### config.mk
export PLATFORM = sky130hd
export DESIGN_NAME = top_k_score_list_core
export DESIGN_NICKNAME = d
export VERILOG_FILES = /design/src/design/tksl_pkg.sv /design/src/design/tksl_ctrl.sv /design/src/design/tksl_dp.sv /design/src/design/top_k_score_list_core.sv
export SDC_FILE = /design/constraint.sdc
export NUM_CORES = 2
export LEC_CHECK = 0
export BUFFER_PORTS_ARGS = -buffer_cell sky130_fd_sc_hd__clkbuf_2
export CORE_MARGIN = 2
export CORE_UTILIZATION = 35
export DETAILED_ROUTE_END_ITERATION = 16
export PLACE_DENSITY_LB_ADDON = 0.25
export SLEW_MARGIN = 20
export SYNTH_ARGS = -nofsm -noshare
export SYNTH_HDL_FRONTEND = slang
export SYNTH_HIERARCHICAL = 1
export SYNTH_SLANG_ARGS = --single-unit
### constraint.sdc
create_clock -name clk_i -period 49 [get_ports clk_i]
set_input_delay 2.45 -clock clk_i [delete_from_list [all_inputs] [get_ports clk_i]]
set_output_delay 2.45 -clock clk_i [all_outputs]
set_load 0.05 [all_outputs]
### src/design/tksl_pkg.sv
// ----------------------------------------------------------------------------
// tksl_pkg
// Shared types, codes and helpers of the top-k score list.
// ----------------------------------------------------------------------------
package tksl_pkg;

  localparam int unsigned CAPACITY_DEF = 16;
  localparam logic [6:0]  LEN_RST      = 7'd16;

  typedef enum logic [1:0] {
    OP_OFFER = 2'd0,
    OP_READ  = 2'd1,
    OP_CLEAR = 2'd2,
    OP_NONE  = 2'd3
  } op_e;

  typedef enum logic [2:0] {
    ST_INSERTED   = 3'd0,
    ST_DUPLICATE  = 3'd1,
    ST_REJECTED   = 3'd2,
    ST_LIST_ENTRY = 3'd3,
    ST_LIST_EMPTY = 3'd4,
    ST_CLEARED    = 3'd5
  } status_e;

  typedef enum logic {
    FSM_IDLE = 1'b0,
    FSM_READ = 1'b1
  } fsm_e;

  // Controller to datapath
  typedef struct packed {
    logic offer;
    logic clear;
    logic rd_empty;
    logic rd_start;
    logic rd_emit;
  } cmd_t;

  // Datapath to controller
  typedef struct packed {
    logic empty;
    logic rd_last;
  } stat_t;

  // Saturate the length register to [1, cap]
  function automatic logic [6:0] sat_len(logic [6:0] len, logic [6:0] cap);
    logic [6:0] n;
    n = len;
    if (n > cap) n = cap;
    if (n == 7'd0) n = 7'd1;
    return n;
  endfunction

endpackage

### src/design/tksl_ctrl.sv
// ----------------------------------------------------------------------------
// tksl_ctrl
// Command decode and readout sequencing of the top-k score list.
// ----------------------------------------------------------------------------
module tksl_ctrl (
  input  logic             clk_i,
  input  logic             rst_ni,
  input  logic             start_i,
  input  logic [1:0]       op_i,
  input  tksl_pkg::stat_t  stat_i,
  output logic             busy_o,
  output tksl_pkg::cmd_t   cmd_o
);

  tksl_pkg::fsm_e state_q, state_d;
  logic           acc;

  assign acc = start_i && (state_q == tksl_pkg::FSM_IDLE);

  always_ff @(posedge clk_i or negedge rst_ni) begin
    if (!rst_ni) begin
      state_q <= tksl_pkg::FSM_IDLE;
    end else begin
      state_q <= state_d;
    end
  end

  always_comb begin
    state_d = state_q;
    unique case (state_q)
      tksl_pkg::FSM_IDLE: begin
        if (acc && tksl_pkg::op_e'(op_i) == tksl_pkg::OP_READ && !stat_i.empty) begin
          state_d = tksl_pkg::FSM_READ;
        end
      end
      tksl_pkg::FSM_READ: begin
        if (stat_i.rd_last) state_d = tksl_pkg::FSM_IDLE;
      end
      default: state_d = tksl_pkg::FSM_IDLE;
    endcase
  end

  always_comb begin
    cmd_o         = '0;
    busy_o        = (state_q == tksl_pkg::FSM_READ);
    cmd_o.rd_emit = (state_q == tksl_pkg::FSM_READ);
    if (acc) begin
      unique case (tksl_pkg::op_e'(op_i))
        tksl_pkg::OP_OFFER: cmd_o.offer = 1'b1;
        tksl_pkg::OP_CLEAR: cmd_o.clear = 1'b1;
        tksl_pkg::OP_READ: begin
          cmd_o.rd_empty = stat_i.empty;
          cmd_o.rd_start = !stat_i.empty;
        end
        default: ;
      endcase
    end
  end

endmodule

### src/design/tksl_dp.sv
// ----------------------------------------------------------------------------
// tksl_dp
// Slot array with parallel compare and shift, readout counter, result word.
// ----------------------------------------------------------------------------
module tksl_dp #(
  parameter int unsigned CAPACITY = tksl_pkg::CAPACITY_DEF
) (
  input  logic                 clk_i,
  input  logic                 rst_ni,
  input  tksl_pkg::cmd_t       cmd_i,
  output tksl_pkg::stat_t      stat_o,
  input  logic signed [31:0]   score_i,
  input  logic [63:0]          key_i,
  input  logic                 cfg_we_i,
  input  logic [6:0]           cfg_len_i,
  output logic [6:0]           len_o,
  output logic                 res_valid_o,
  output logic [2:0]           status_o,
  output logic signed [31:0]   entry_score_o,
  output logic [63:0]          entry_key_o,
  output logic [6:0]           rank_o,
  output logic [5:0]           position_o,
  output logic                 last_o
);

  localparam int unsigned IDX_W = (CAPACITY > 1) ? $clog2(CAPACITY) : 1;
  localparam int unsigned CNT_W = $clog2(CAPACITY + 1);
  localparam logic [6:0]  CAP7  = 7'(CAPACITY);

  logic signed [31:0] slot_score_q [CAPACITY];
  logic [63:0]        slot_key_q   [CAPACITY];
  logic [CAPACITY-1:0] filled_q;
  logic [6:0]         len_q;

  logic [CNT_W-1:0]   n_use, n_cfg;
  logic [CAPACITY-1:0] cand;
  logic               hit;
  logic [IDX_W-1:0]   pos;
  logic               dup, do_ins;

  logic [CNT_W-1:0]   rd_idx_q, rd_nxt;
  logic [IDX_W-1:0]   ri;
  logic [6:0]         rank_q, rank_new;
  logic signed [31:0] prev_q;
  logic [CAPACITY:0]  filled_ext;
  logic               rd_last;

  logic               vld_q;
  tksl_pkg::status_e  st_q;
  logic signed [31:0] osc_q;
  logic [63:0]        okey_q;
  logic [6:0]         orank_q;
  logic [5:0]         opos_q;
  logic               olast_q;

  assign n_use = CNT_W'(tksl_pkg::sat_len(len_q, CAP7));
  assign n_cfg = CNT_W'(tksl_pkg::sat_len(cfg_len_i, CAP7));

  // Slot i, if within the length in use, takes the offer if empty or if the score ties or beats it
  always_comb begin
    for (int i = 0; i < CAPACITY; i++) begin
      cand[i] = (CNT_W'(i) < n_use) && (!filled_q[i] || score_i >= slot_score_q[i]);
    end
  end

  always_comb begin
    hit = 1'b0;
    pos = '0;
    for (int i = 0; i < CAPACITY; i++) begin
      if (!hit && cand[i]) begin
        hit = 1'b1;
        pos = IDX_W'(i);
      end
    end
  end

  assign dup    = hit && filled_q[pos] && (slot_key_q[pos] == key_i);
  assign do_ins = cmd_i.offer && hit && !dup;

  // Readout bookkeeping
  assign ri         = rd_idx_q[IDX_W-1:0];
  assign rd_nxt     = rd_idx_q + 1'b1;
  assign filled_ext = {1'b0, filled_q};
  assign rd_last    = (rd_nxt >= n_use) || !filled_ext[rd_nxt];
  assign rank_new   = (rd_idx_q == '0 || slot_score_q[ri] != prev_q) ? rank_q + 7'd1 : rank_q;

  assign stat_o.empty   = !filled_q[0];
  assign stat_o.rd_last = rd_last;

  always_ff @(posedge clk_i or negedge rst_ni) begin
    if (!rst_ni) begin
      filled_q <= '0;
      len_q    <= tksl_pkg::LEN_RST;
    end else begin
      if (cfg_we_i) begin
        len_q <= cfg_len_i;
        for (int i = 0; i < CAPACITY; i++) begin
          if (CNT_W'(i) >= n_cfg) filled_q[i] <= 1'b0;
        end
      end else if (cmd_i.clear) begin
        filled_q <= '0;
      end else if (do_ins) begin
        filled_q[pos] <= 1'b1;
        for (int j = 1; j < CAPACITY; j++) begin
          if (IDX_W'(j) > pos && CNT_W'(j) < n_use) filled_q[j] <= filled_q[j-1];
        end
      end
    end
  end

  // Slot payload: insert and shift down within the slots in use
  always_ff @(posedge clk_i) begin
    if (do_ins) begin
      if (pos == '0) begin
        slot_score_q[0] <= score_i;
        slot_key_q[0]   <= key_i;
      end
      for (int j = 1; j < CAPACITY; j++) begin
        if (IDX_W'(j) == pos) begin
          slot_score_q[j] <= score_i;
          slot_key_q[j]   <= key_i;
        end else if (IDX_W'(j) > pos && CNT_W'(j) < n_use) begin
          slot_score_q[j] <= slot_score_q[j-1];
          slot_key_q[j]   <= slot_key_q[j-1];
        end
      end
    end
  end

  always_ff @(posedge clk_i or negedge rst_ni) begin
    if (!rst_ni) begin
      rd_idx_q <= '0;
      rank_q   <= '0;
    end else if (cmd_i.rd_start) begin
      rd_idx_q <= '0;
      rank_q   <= '0;
    end else if (cmd_i.rd_emit) begin
      rd_idx_q <= rd_nxt;
      rank_q   <= rank_new;
    end
  end

  always_ff @(posedge clk_i) begin
    if (cmd_i.rd_emit) prev_q <= slot_score_q[ri];
  end

  always_ff @(posedge clk_i or negedge rst_ni) begin
    if (!rst_ni) begin
      vld_q <= 1'b0;
    end else begin
      vld_q <= cmd_i.offer || cmd_i.clear || cmd_i.rd_empty || cmd_i.rd_emit;
    end
  end

  always_ff @(posedge clk_i) begin
    if (cmd_i.offer) begin
      st_q    <= !hit ? tksl_pkg::ST_REJECTED :
                 (dup ? tksl_pkg::ST_DUPLICATE : tksl_pkg::ST_INSERTED);
      osc_q   <= score_i;
      okey_q  <= key_i;
      orank_q <= '0;
      opos_q  <= hit ? 6'(pos) : 6'd0;
      olast_q <= 1'b1;
    end else if (cmd_i.clear || cmd_i.rd_empty) begin
      st_q    <= cmd_i.clear ? tksl_pkg::ST_CLEARED : tksl_pkg::ST_LIST_EMPTY;
      osc_q   <= '0;
      okey_q  <= '0;
      orank_q <= '0;
      opos_q  <= '0;
      olast_q <= 1'b1;
    end else if (cmd_i.rd_emit) begin
      st_q    <= tksl_pkg::ST_LIST_ENTRY;
      osc_q   <= slot_score_q[ri];
      okey_q  <= slot_key_q[ri];
      orank_q <= rank_new;
      opos_q  <= 6'(ri);
      olast_q <= rd_last;
    end
  end

  assign len_o         = len_q;
  assign res_valid_o   = vld_q;
  assign status_o      = st_q;
  assign entry_score_o = osc_q;
  assign entry_key_o   = okey_q;
  assign rank_o        = orank_q;
  assign position_o    = opos_q;
  assign last_o        = olast_q;

endmodule

### src/design/top_k_score_list_core.sv
// ----------------------------------------------------------------------------
// top_k_score_list_core
// Sorted list of the best-scoring candidates with dense-rank readout.
// ----------------------------------------------------------------------------
// An offer or a clear is accepted while the block is not busy: the slot array
// compares the score against every slot at once and shifts in place, and the
// result word appears on the following cycle, so offers may be issued every
// cycle while busy is low. A readout keeps busy high while a slot counter
// steps through the filled entries, producing one entry per cycle. Results carry
// result_valid_o for one cycle and cannot be held off; the receiver must take
// each one as it appears. Write list_length only while the block is idle.
module top_k_score_list_core #(
  parameter int unsigned CAPACITY = tksl_pkg::CAPACITY_DEF
) (
  input  logic               clk_i,
  input  logic               rst_ni,
  input  logic               start,
  output logic               busy,
  input  logic [1:0]         op_i,
  input  logic signed [31:0] score_i,
  input  logic [63:0]        key_i,
  output logic               result_valid_o,
  output logic [2:0]         status_o,
  output logic signed [31:0] entry_score_o,
  output logic [63:0]        entry_key_o,
  output logic [6:0]         rank_o,
  output logic [5:0]         position_o,
  output logic               last_o,
  input  logic               psel,
  input  logic               penable,
  input  logic               pwrite,
  input  logic [2:0]         paddr,
  input  logic [31:0]        pwdata,
  output logic [31:0]        prdata,
  output logic               pready
);

  tksl_pkg::cmd_t  cmd;
  tksl_pkg::stat_t stat;
  logic            cfg_we;
  logic [6:0]      len;

  assign pready = 1'b1;
  assign cfg_we = psel && penable && pwrite && !paddr[2];
  assign prdata = paddr[2] ? 32'd0 : {25'd0, len};

  tksl_ctrl u_ctrl (
    .clk_i  (clk_i),
    .rst_ni (rst_ni),
    .start_i(start),
    .op_i   (op_i),
    .stat_i (stat),
    .busy_o (busy),
    .cmd_o  (cmd)
  );

  tksl_dp #(
    .CAPACITY(CAPACITY)
  ) u_dp (
    .clk_i        (clk_i),
    .rst_ni       (rst_ni),
    .cmd_i        (cmd),
    .stat_o       (stat),
    .score_i      (score_i),
    .key_i        (key_i),
    .cfg_we_i     (cfg_we),
    .cfg_len_i    (pwdata[6:0]),
    .len_o        (len),
    .res_valid_o  (result_valid_o),
    .status_o     (status_o),
    .entry_score_o(entry_score_o),
    .entry_key_o  (entry_key_o),
    .rank_o       (rank_o),
    .position_o   (position_o),
    .last_o       (last_o)
  );

endmodule

After elaboration in Yosys (flattened, before gate mapping). Memories as Yosys holds them, arrays and structs flattened. Cells that the tools add are included.

Register bits after elaboration: 182. RAM bits: 1536. Bits of input ports: 139. Output and inout port bits: 148. Word-level logic and storage cells: 548. Memories: 2.

Add/sub/neg operators: 2. Order comparisons: 69. Equal/unequal tests: 35. Muxes and demuxes: 242. Bitwise gates (word level): 32. Reduce and logical (&&, ||, !) cells: 138.

Memories: u_dp.slot_key_q (words 16, width 64, rd ports 17, clocked after memory_dff 0, wr ports 16, RTL line tksl_dp.sv:31) `logic [63:0] slot_key_q [CAPACITY];`; u_dp.slot_score_q (words 16, width 32, rd ports 17, clocked after memory_dff 0, wr ports 16, RTL line tksl_dp.sv:30) `logic signed [31:0] slot_score_q [CAPACITY];`.

Operators by type and width (count): 64-bit two-way mux (18); 32-bit two-way mux (18); 32-bit >= comparator (16); 1-bit two-way mux (165); 64-bit equality test (1); 1-bit logical AND (57); 16-bit two-way mux (3); 7-bit two-way mux (6); 4-bit by 5-bit >= comparator with 1-bit output (first input constant) (8); 4-bit by 5-bit < comparator with 1-bit output (first input constant) (8); 4-bit two-way mux (10); 1-bit zero test (34); 4-bit equality test (first input constant) (8); 4-bit greater-than comparator (first input constant) (8); 2-bit by 1-bit != test with 1-bit output (second input constant) (16); 32-bit != test (1); 2-bit AND reduction (16); 1-bit OR (30); 3-bit two-way mux (8); 1-bit logical OR (22); 3-bit by 5-bit >= comparator with 1-bit output (first input constant) (4); 3-bit by 5-bit < comparator with 1-bit output (first input constant) (4); 5-bit two-way mux (4); 6-bit two-way mux (3); 33 further kinds (50).

Depth between registers and ports, before layout.
Depth in word-level cells: 61. Mapped depth: 35.

Cells and area by module. Netlist, hierarchy kept.

Modules (own cells, without submodules): tksl_dp (times used 1, cells an instance 8223, area an instance 106968.8 µm², seq. area each 51240.4 µm²); top_k_score_list_core (times used 1, cells an instance 36, area an instance 274.0 µm², seq. area each 0.0 µm²); tksl_ctrl (times used 1, cells an instance 9, area an instance 106.4 µm², seq. area each 25.0 µm²).

Least setup slack after synthesis. Ideal clock, no wire load.

Path kind: input-to-reg. Start point: in score_i[0]. End point: mem u_dp.slot_key_q[12][0] (enable). Library setup time: 790 ps. Arrival time: 16901 ps. Data required time: 48210 ps. Setup slack: 31309 ps. Stages on the path: 29. Path buffers: 8. Path through: clkbuf_1 inv_1 ha_1 nor2b_1 o211a_1 o211ai_1 a31oi_1 or4b_2 a2bb2oi_2 nand3_2 nor3_4 nand2_2 nand2_2 buf_2 buf_2 buf_2 buf_2 clkbuf_1 buf_2 nand2_1 a311oi_1 nor2_1 a21oi_1 o211ai_1 xor2_1 nand4_1 nor4b_4 buf_4 nor4_1.

RTL lines: from (decl) (RTL line top_k_score_list_core.sv:20) `input logic signed [31:0] score_i,`; to (decl) (RTL line tksl_dp.sv:31).

==> summary.txt <==
Run status
  • Outcome: finished clean

Clocking
  • Post-CTS setup buffers: 0
  • CTS Sinks: between 1,500 and 2,000
  • Total CTS buffers: roughly 210
  • Root buf cell: clkbuf_16
  • CTS resizes: 0
  • Worst-path clk slew: around 60 ps
  • Hold_buf cts: 0
  • Clock Latency Late Sink: between 900 and 1000 ps
  • Htree depth: 4
  • Max Root-Sink Buffers: 4
  • CTS tree: yes

Yosys
  • Largest family of logic cells by synthesized area: multiplexers
  • Sequential element share of the synthesized area: a little under half
  • Async set-reset flop share out of synthesis: under 10%
  • XOR/XNOR Fraction of Synth Area: 0.791%
  • Top cell type's share of synthesized area: a little under half
  • Post-synthesis cell count: 8,268
  • Most common cell in the netlist: edfxtp_1
  • Post-synthesis mux area share: between 20% and 30%
  • Yosys top cell by area: edfxtp_1
  • Netlist cell types: around 110
  • Synth Cell Area: 107,000 µm²
  • Synth Register Bits: about 1,700
  • Average cell area after synthesis: about 13 µm²
  • Top cells by count, synth: edfxtp_1 (1,671), mux2_2 (1,021), nand2_1 (631), inv_1 (536), ha_1 (520)
  • Post-synth EDFFs: roughly 1,700
  • Synth Area in Compound Gates: 7.56%
  • Adder-cell share of the synthesized area: 6.06%
  • Simple-gate portion of the synthesized area: 6.82%
  • Synth area leaders: edfxtp_1 (47%), mux2_2 (11%), mux4_2 (10%)
  • Synth Flop Type: edfxtp_1
  • Yosys warning total: 6

STA
  • Fmax: about 64 MHz
  • Crit path time final: around 16,000 ps
  • Slew Limit Fails: 0
  • Final hold slack: between 400 and 500 ps
  • Final Hold Viols: 0
  • Fin Setup TNS: 0 ps
  • Unrepaired setup endpoints after global routing: no
  • Slew headroom: about 8.6%
  • Period utilization: between 30% and 40%
  • Worst-Margin Slew: approximately 1400 ps
  • Worst Skew: between 100 and 150 ps
  • Setup violators final: 0

Global routing
  • Vias in the first global route: 77,200
  • Initial antenna violation count: between 50 and 60
  • Met3 Track Usage GR: under 10%
  • First-pass GRT wire length: ~600,000 µm
  • GR peak layer: met2
  • Grt met2 use: 41.6%
  • Remaining Overflow, GRT: 0
  • Total Routing Usage GR: a little over a quarter
  • Pin count of the biggest net entering global routing: between 100 and 150
  • Grt met1 use: between 30% and 40%

Worst hold path
  • Worst min path class: flip-flop to flip-flop

Detailed routing
  • Post-DR vias/cell: 6.37
  • Post-DR wirelength/cell: 34.9 µm
  • Remaining DRCs: 0
  • WL final: about 440,000 µm
  • DRT Pass-1 Iters: 6
  • Vias: roughly 80,000
  • Antenna-violating nets left: 0
  • Initial DRC count: approximately 11,000

Power
  • Pwr Total: just over 5 mW
  • P_leak: 42.5 nW
  • PwrDens: approximately 43 nW/µm²
  • Max IR drop VDD: 36.9 µV

Floorplanning
  • Die Width: about 560 µm
  • Die area: ~310,000 µm²
  • Io pins: approximately 290
  • Initial Util: roughly a third
  • FP Rows: 203
  • Core area: 306,000 µm²
  • Die H: about 560 µm

Layout
  • Syn-to-layout area delta: 11.3%
  • Final #Nets: roughly 9,000
  • Layout cell share with drive strength beyond 1: 27.9%
  • Number of fill cells: ~29,000

Place
  • Port Buffers: around 230
  • Final GP Congestion: about 0.94
  • Dpl hpwl: around 260,000 µm

Worst setup path
  • Worst setup SP type: primary input
  • Crit-path slowest cell: buf_4
  • Crit-path most repeated cell: buf_4
  • CP required: ~49,000 ps
  • Number of buffers and inverters on the critical path: 8
  • Cell family with most CP delay: simple AND/OR/NAND/NOR gates
  • Crit Path Max Fanout: 42
  • CP max stage delay: 1040 ps
  • CP arrival: 16,120 ps
  • WS Path Type: primary input to flip-flop
  • Type of element capturing the critical path: flip-flop

Run
  • Max-cap violations: 0
==> registers in the layout (all words and copies together) (netlist names) <==
register            cells
u_ctrl/busy_o           1
u_dp/entry_key_o       64
u_dp/entry_score_o     32
u_dp/filled_q          16
u_dp/last_o             1
u_dp/len_o              7
u_dp/position_o         4
u_dp/prev_q            32
u_dp/rank_o             7
u_dp/rank_q             7
u_dp/rd_idx_q           5
u_dp/res_valid_o        1
u_dp/slot_key_q      1024
u_dp/slot_score_q     512
u_dp/status_o           3
==> power by group <==
part           total, mW  switching, mW  internal, mW  leakage [nW]
combinational       1.71           1.05         0.666          23.5
sequential          1.88          0.108          1.77          15.9
clock               1.52          0.665         0.851          3.10
total               5.11           1.82          3.29          42.5
==> routing by layer <==
| metal | vias to the layer above | part of all wire [%] |
|---|---|---|
| met2 | 5146 | 44 |
| met4 | 36 | 5.6 |
| met3 | 1039 | 11 |
| li1 | 32200 | - |
| met5 | - | 0.076 |
| met1 | 41400 | 39 |
==> path summary, 6_finish.rpt <==
path	cells past startpoint	from	endpoint	slack [ps]
worst min register to register	2	u_dp/rank_o[3]	u_dp/rank_o[3]	500
min in group asynchronous	2	rst_ni	u_dp/len_o[1]	1670
max in group asynchronous	2	rst_ni	u_dp/rd_idx_q[0]	46830
worst max register to register	28	u_dp/slot_score_q[6][31]	u_dp/slot_key_q[4][10]	34920
worst max-delay path	29	score_i[31]	u_dp/slot_key_q[4][10]	33330
worst min-delay path	2	u_dp/rank_o[3]	u_dp/rank_o[3]	500
==> cell usage in the layout, fill, tap and decap left out, types with 44 or more instances in the layout <==
cell type	Yosys	final
and3_1	65	64
inv_1	536	534
a211oi_1	103	98
a21o_1	45	44
mux2i_1	88	88
ha_1	520	520
mux2_1	444	444
nor3_1	53	47
o21ai_0	184	183
a31oi_1	107	107
edfxtp_1	1671	1671
clkbuf_16	0	206
mux4_2	485	485
nand2_1	631	628
a22o_1	99	99
xor2_1	57	57
mux2_2	1021	1021
a21oi_1	247	244
buf_4	42	186
nor2_1	144	133
nand4_1	116	116
clkbuf_2	0	231
nand3_1	278	276
==> area by class of cell <==
type / instances / area [µm²] / share of cell area [%]
Antenna cell: 26 / 65.1 / 0.0544
Inverter: 537 / 2030 / 1.70
Clock inverter: 112 / 1070 / 0.893
Sequential cell: 1716 / 51300 / 42.9
Clock buffer: 246 / 5330 / 4.46
Timing Repair Buffer: 437 / 2950 / 2.47
Multi-Input combinational cell: 5354 / 51600 / 43.2
Tap cell: 4100 / 5130 / 4.29
==> kinds of logic (layout without fill, tap and decap cells) <==
kind of cell / Yosys count / count (layout)
buffers and inverters: 1223 / 1332
xor gates and xnor gates: 97 / 97
AOI/OAI and AO/OA: 1176 / 1176
and+or+nand+nor: 1495 / 1495
muxes: 2038 / 2038
other: 3 / 54
adders and majority gates: 520 / 520
DFF: 1716 / 1716
==> metrics by stage <==
stage / instances / util, % / worst slack (ps) / cell area (µm²)
2_1_floorplan: 8293 / - / 31310 / 107000
3_3_place_gp: 12100 / 37.0 / 32740 / 113000
3_5_place_dp: 12100 / 37.0 / 32840 / 113000
4_1_cts: 12500 / 39.1 / 33670 / 119000
5_1_grt: 12500 / 39.1 / 33460 / 119000
6_report: 12500 / 39.1 / 33330 / 119000
==> worst min-delay path: cells and delay by family (launching register included) <==
family	cells	cell delay, ps
AO/OA/AOI/OAI	1	50
AND/OR/NAND/NOR	1	90
flip-flops	1	310
No activity file was read; power rests on OpenSTA's default activity.
